`src/hw/rtl/htld_ram.sv`:
```
// Generic single-write, single-read RAM with registered, write-first read.
`default_nettype none

module htld_ram #(
  parameter int WIDTH = 8,
  parameter int DEPTH = 16
) (
  input  wire logic                     clk,
  input  wire logic                     we,
  input  wire logic [$clog2(DEPTH)-1:0] waddr,
  input  wire logic [WIDTH-1:0]         wdata,
  input  wire logic [$clog2(DEPTH)-1:0] raddr,
  output logic      [WIDTH-1:0]         rdata
);

  logic [WIDTH-1:0] mem [DEPTH];

  always_ff @(posedge clk) begin
    if (we) begin
      mem[waddr] <= wdata;
    end
    if (we && (waddr == raddr)) begin
      rdata <= wdata;
    end else begin
      rdata <= mem[raddr];
    end
  end

endmodule

`default_nettype wire

```
`config.mk`:
```
export PLATFORM = sky130hd
export DESIGN_NAME = htld_ram
export DESIGN_NICKNAME = d
export VERILOG_FILES = /design/src/hw/rtl/htld_ram.sv
export SDC_FILE = /design/constraint.sdc
export NUM_CORES = 1
export LEC_CHECK = 0
export ABC_CLOCK_PERIOD_IN_PS = 1700
export BUFFER_PORTS_ARGS = -buffer_cell sky130_fd_sc_hd__buf_2
export CAP_MARGIN = 25
export CORE_MARGIN = 10
export CORE_UTILIZATION = 57
export CTS_BUF_LIST = sky130_fd_sc_hd__clkbuf_8
export CTS_CLUSTER_DIAMETER = 40
export CTS_CLUSTER_SIZE = 14
export DETAILED_ROUTE_END_ITERATION = 12
export PLACE_DENSITY = 0.78
export REMOVE_ABC_BUFFERS = 1
export SYNTH_ARGS = -nofsm -noshare
export SYNTH_HDL_FRONTEND = slang
export SYNTH_SLANG_ARGS = --single-unit
```
`constraint.sdc`:
```
create_clock -name clk -period 1.7 [get_ports clk]
set_input_delay 0.17 -clock clk [delete_from_list [all_inputs] [get_ports clk]]
set_output_delay 0.17 -clock clk [all_outputs]
set_load 0.05 [all_outputs]
```
==> results of run 1 <==
-- cell usage after synthesis --
| cell type | n |
|---|---|
| a22oi_1 | 16 |
| and2_1 | 1 |
| and2b_1 | 1 |
| buf_2 | 3 |
| buf_4 | 1 |
| buf_6 | 3 |
| clkdlybuf4s25_2 | 3 |
| dfxtp_1 | 4 |
| edfxtp_1 | 128 |
| mux4_1 | 14 |
| mux4_2 | 18 |
| nand2_1 | 9 |
| nand2b_1 | 2 |
| nand3_1 | 1 |
| nand3b_1 | 2 |
| nor2_1 | 13 |
| nor2b_1 | 1 |
| nor3_1 | 4 |
| or3b_2 | 1 |
-- kinds of logic after synthesis --
group,after synthesis
flip-flops,132
AND/OR/NAND/NOR,35
multiplexers,32
buffers and inverters,10
AO/OA/AOI/OAI,16
-- where the power goes --
group,leakage [nW],switching (W),internal (W)
clock network,0.195,0.00116,0.00146
logic,0.601,0.000282,0.000210
registers,1.19,0.0000214,0.00363
-- layout by cell type (no fill, tap or decap), drive strengths merged --
| master | instances |
|---|---|
| edfxtp | 128 |
| buf | 51 |
| mux4 | 32 |
| clkbuf | 17 |
| a22oi | 16 |
| nor2 | 13 |
| nand2 | 9 |
| clkinvlp | 5 |
| clkinv | 5 |
| nor3 | 4 |
| dlygate4sd3 | 4 |
| dfxtp | 4 |
| bufinv | 3 |
| nand3b | 2 |
| nand2b | 2 |
| inv | 2 |
| nor2b | 1 |
| and2 | 1 |
| and2b | 1 |
| nand3 | 1 |
| or3b | 1 |
-- worst min-delay path by stage --
stage / cells after the start / slack [ps] / endpoint
6_report: 1 / 150 / mem[9][3]$_DFFE_PP_
2_1_floorplan: 0 / 200 / register
4_1_cts: 1 / 130 / mem[4][5]$_DFFE_PP_
3_5_place_dp: 1 / 270 / register
5_1_grt: 1 / 130 / mem[8][3]$_DFFE_PP_
3_3_place_gp: 1 / 270 / register
-- through the flow --
step / instance area (sq um) / total power [W] / TNS [ps]
global placement: 5475 / 0.004139 / -826.6
global route: 6008 / 0.007013 / -3927
finish: 6008 / 0.006770 / -3240
detailed placement: 5475 / 0.004151 / -849.1
floorplan: 4981 / 0.003972 / -7394
CTS: 5984 / 0.006793 / -3602
-- what timing repair did --
| action | in CTS | in global routing |
|---|---|---|
| pin swaps | 1 | 3 |
| hold buffers | 4 | 0 |
| cloned | 0 | 0 |
| gates resized for setup | 25 | 22 |
| hold endpoints to repair | 4 | 0 |
| setup endpoints to repair | 8 | 8 |
-- cell type report --
type	count	area, sq um
fill	544	2670
timing repair buffer	55	455.4
tap	108	135.1
sequential	132	3928
clock inverter	15	181.4
multi-input combinational	83	1075
clock buffer	17	234.0
-- layer usage --
metal / wire (um) / share of wire, %
met4: 102 / 1.1
met3: 530 / 5.8
met5: 0 / 0
met2: 4711 / 52
met1: 3731 / 41
==> qor.txt, run 1 <==
HP Start = wdata[3]
Detailed Route Iter0 Violations = 201
CP Capture Type = output port
minimum clock period after layout = 2133 ps
synthesis-to-finish area growth = 18.57%
final hold violation count = 0
Hold Path Class = input port to register
Detailed Route WL = 9076 um
largest net degree at the start of global routing = 33
setup ws final = -432.9 ps
LEAKAGE = 1.986 nW
most flop-heavy register = mem
worst-path maximum fanout = 9
gp weighted congestion = 0.7579
Crit path largest cell delay = 510 ps
post-synthesis xor/xnor area fraction = 0%
Final Cycle Share = 125.5%
final hold slack = 145.2 ps
actual slew at the worst max-slew pin = 520.2 ps
Synthesis Warnings = 0
#FFs+latches synth = 132
GR peak layer = met2
Final ANT Viol Nets = 0
CTS max path bufs = 2
CP max-delay cell = mux4_2
area leader, netlist = edfxtp_1
vias in the first global route = 2603
cell count after placement = 374
share of post-route cells with drive strength above 1 = 43.38%
CP cell instances = buf_12 > mux4_2 > a22oi_2 > nand2_1 > buf_6
Syn Std Cell Area = 5067 sq um
# Post-CTS Setup Buffers = 0
mux cell area share after synthesis = 15.26%
Gate Count Post-Synth = 225
CTS tree = done
vias per cell = 5.844
largest registers = mem (128)
met3 Use GR = 3.354%
Slew Viols, Final = 0
Slew headroom = 65.32%
Die Y = 114.3 um
CP arrival = 1960 ps
drt pass-1 iters = 4
Die ar. = 13060 sq um
# clock sinks = 132
clock buffer count from CTS = 17
mean post-synth cell area = 22.52 sq um
clock-pin slew on the worst setup and hold paths = 70 ps
fmax = 0.4689 GHz
met1 Use GR = 19.05%
Synth Area in Compound Gates = 2.370%
number of buffer and inverter stages on the critical path = 2
core area = 8678 sq um
DP HPWL = 6162 um
All-Layer GR Usage = 14.68%
port buffer count = 25
most area-consuming cells after synthesis = edfxtp_1 76%, mux4_2 8.0%, mux4_1 7.3%
Synth cell types = 19
adder-cell share of the synthesized area = 0%
Nets = 307
crit-path leading delay family = multiplexers
initial antenna violation count = 0
Placement Setup Slack = -179.5 ps
Overflow after GRT = 0
drt wl/cell = 22.14 um
first-pass GRT wire length = 14310 um
status = complete, but fails checks
M2 GR Usage = 23.42%
Antenna Cells = 0
Chip Width = 114.3 um
maximum VDD drop = 0.5655 mV
htree depth = 4
Root Buffer = clkbuf_8
Power Dens Cells = 1127 nW/um^2
max reg flops = 128
Initial Util = 58.39%
WP data required = 1530 ps
final setup fails = 8
Post-Synth Simple-Gate Area = 3.235%
crit start category = register
max cap viols = 0
I/O Pins = 26
RSZ-0062 raised after global routing = yes
Worst path depth = 5
main combinational cell family by area after synthesis = multiplexers
vias = 2396
top-area cell type share of the netlist area = 75.85%
Post-Layout Cell Count = 410
row cnt = 34
register area share after synthesis = 77.43%
failing checks = negative setup slack
CP Class = register to output port
Critical path destination = rdata[7]
Finished Core Util = 69.23%
# DRC = 0
No activity file was read; power rests on OpenSTA's default activity.
==> run 2, diff against run 1 <==
--- a/config.mk
+++ b/config.mk
@@ -8,7 +8,6 @@
 export ABC_CLOCK_PERIOD_IN_PS = 1700
 export BUFFER_PORTS_ARGS = -buffer_cell sky130_fd_sc_hd__buf_2
 export CAP_MARGIN = 25
-export CORE_MARGIN = 10
 export CORE_UTILIZATION = 57
 export CTS_BUF_LIST = sky130_fd_sc_hd__clkbuf_8
 export CTS_CLUSTER_DIAMETER = 40
@@ -16,6 +15,7 @@
 export DETAILED_ROUTE_END_ITERATION = 12
 export PLACE_DENSITY = 0.78
 export REMOVE_ABC_BUFFERS = 1
+export SETUP_SLACK_MARGIN = 0.02
 export SYNTH_ARGS = -nofsm -noshare
 export SYNTH_HDL_FRONTEND = slang
 export SYNTH_SLANG_ARGS = --single-unit
==> run 2 against run 1 <==
  * The run still ends with negative setup slack left
  * Worst setup slack got worse by 91 ps
  * Via count increased by 6.1%
  * Non-clock buffer count increased by 6
  * Wire length increased by 10%
  * Die area decreased by 29%
  * Maximum frequency decreased by 4.1%
  * Sequential share of layout area decreased by 1.7 points
  * Clock power increased by 16%
  * First-iteration DRC count increased by 36%
  * Global-route usage increased by 9.1 points
  * Sequential cell count unchanged
==> qor.txt, run 2 (synthesized netlist as in run 1, its figures left out) <==
status = complete, but fails checks
failing checks = negative setup slack
htree depth = 4 (unchanged)
Detailed Route WL = 10000 um (+10%)
fillers = 513 (-5.7%)
Nets = 313 (+2.0%)
CP Class = register to output port
port buffer count = 25 (unchanged)
Finished Core Util = 71.05% (+1.8 points)
CP cell instances = buf_12 > buf_12 > mux4_2 > a22oi_2 > nand2_1 > buf_6
Initial Util = 58.39% (unchanged)
minimum clock period after layout = 2224 ps (+90.91 ps)
max reg flops = 128 (unchanged)
Antenna Cells = 0 (unchanged)
final hold slack = 136.9 ps (-8.271 ps)
Final Cycle Share = 130.8% (+5.3 points)
RSZ-0062 raised after global routing = yes
gp weighted congestion = 0.7467 (-1.5%)
crit start category = register
CTS tree = done
Crit path largest cell delay = 520 ps (about the same)
most frequent cells in the layout = 128 x edfxtp_1, 29 x mux4_2, 23 x buf_4, 17 x clkbuf_8, 17 x buf_2
Slew headroom = 59.39% (-5.9 points)
Placement Setup Slack = -188.7 ps (-9.141 ps)
Chip Width = 96.29 um (-16%)
All-Layer GR Usage = 23.77% (+9.1 points)
Die ar. = 9271 sq um (-29%)
setup ws final = -523.8 ps (-90.91 ps)
initial antenna violation count = 0 (unchanged)
largest registers = mem (128)
row cnt = 34 (unchanged)
fmax = 0.4497 GHz (-4.1%)
CP max-delay cell = mux4_2
most flop-heavy register = mem
Detailed Route Iter0 Violations = 274 (+36%)
CP dominant cell by count = buf_12
largest net degree at the start of global routing = 22 (-33%)
LEAKAGE = 2.091 nW (+5.3%)
WP data required = 1530 ps (about the same)
worst-path maximum fanout = 8 (-1)
core area = 8678 sq um (unchanged)
Root Buffer = clkbuf_8
Final ANT Viol Nets = 0 (unchanged)
drt wl/cell = 24.05 um (+8.6%)
# DRC = 0 (unchanged)
clock-pin slew on the worst setup and hold paths = 70 ps (about the same)
I/O Pins = 26 (unchanged)
vias per cell = 6.113 (+4.6%)
CP Capture Type = output port
vias in the first global route = 2602 (-0.038%)
drt pass-1 iters = 5 (+1)
clock buffer count from CTS = 17 (unchanged)
Die Y = 96.29 um (-16%)
Hold Path Class = input port to register
vias = 2543 (+6.1%)
Post-Layout Cell Count = 416 (+1.5%)
commonest non-fill, non-tap cell in the layout = edfxtp_1
HP Start = wdata[5]
CP arrival = 2050 ps (+90 ps)
final hold violation count = 0 (unchanged)
synthesis-to-finish area growth = 21.68%
DP HPWL = 6086 um (-1.2%)
hold-critical path depth = 1 (unchanged)
first-pass GRT wire length = 14700 um (+2.7%)
actual slew at the worst max-slew pin = 608.5 ps (+88.29 ps)
CTS max path bufs = 2 (unchanged)
Overflow after GRT = 0 (unchanged)
share of post-route cells with drive strength above 1 = 42.53% (-0.85 points)
Slew Viols, Final = 0 (unchanged)
# clock sinks = 132 (unchanged)
Hold Path End = mem[0][5]$_DFFE_PP_
max cap viols = 0 (unchanged)
final setup fails = 8 (unchanged)
cell count after placement = 374 (unchanged)
Power Dens Cells = 1171 nW/um^2 (+3.9%)
maximum VDD drop = 0.6993 mV (+24%)
-- run 2: cell types whose count changed in the layout (fill, tap and decap cells not counted), sizes merged --
| cell | previous run | this run |
|---|---|---|
| buf | 51 | 57 |
| clkinvlp | 5 | 1 |
| bufinv | 3 | 6 |
| clkinv | 5 | 6 |
-- run 2: power breakdown --
group | switching (W) | internal (W) | leakage (nW)
sequential | 0.0000211 | 0.00363 | 1.19
combinational | 0.000297 | 0.000230 | 0.662
clock | 0.00116 | 0.00188 | 0.239
total | 0.00147 | 0.00575 | 2.09
-- run 2: how the worst max path moves through the flow --
stage | slack (ps) | to | cells past startpoint | start
CTS | -560 | rdata[6] | 6 | register
floorplan | -940 | rdata[0] | 3 | register
global route | -620 | rdata[6] | 7 | register
global placement | -160 | rdata[4] | 6 | register
detailed placement | -190 | rdata[4] | 6 | register
finish | -520 | rdata[6] | 6 | register
-- run 2: per-stage QoR --
stage | TNS [ps] | instance area [sq um] | power, W
after floorplan | -7394 | 4981 | 0.003972
after global placement | -1024 | 5488 | 0.004144
after detailed placement | -1192 | 5488 | 0.004158
after CTS | -4303 | 6176 | 0.007262
after global routing | -4620 | 6166 | 0.007422
final | -3940 | 6166 | 0.007221
-- run 2: repair_timing --
item	in CTS	in global routing
buffers inserted	4	3
endpoints found under the hold margin	4	0
resized for setup	40	10
gates cloned	2	0
pin swaps	8	13
setup endpoints to repair	8	8
hold buffers	4	0
-- run 2: area by class of cell --
class / count / area [sq um] / area share [%]
repair buffers: 61 / 554.3 / 8.989
well taps: 108 / 135.1 / 2.192
clock buffers: 17 / 234.0 / 3.795
multi-input cells: 83 / 1079 / 17.49
flip-flops and latches: 132 / 3928 / 63.70
clock inverters: 15 / 236.5 / 3.835
-- run 2: routing by layer --
layer,vias to the layer above,track usage (%),share of wire (%)
met5,-,0,0
met4,0,9.204,0.97
met3,9,5.292,7.2
met2,129,39.13,52
met1,1314,31.10,40
li1,1091,-,-
-- run 2: worst max-delay path, delay by kind of cell, from the launching register on --
| family | cells | cell delay (ps) |
|---|---|---|
| simple gates | 1 | 90 |
| mux | 1 | 520 |
| compound gates | 1 | 240 |
| buf+inv | 3 | 420 |
| flops | 1 | 380 |
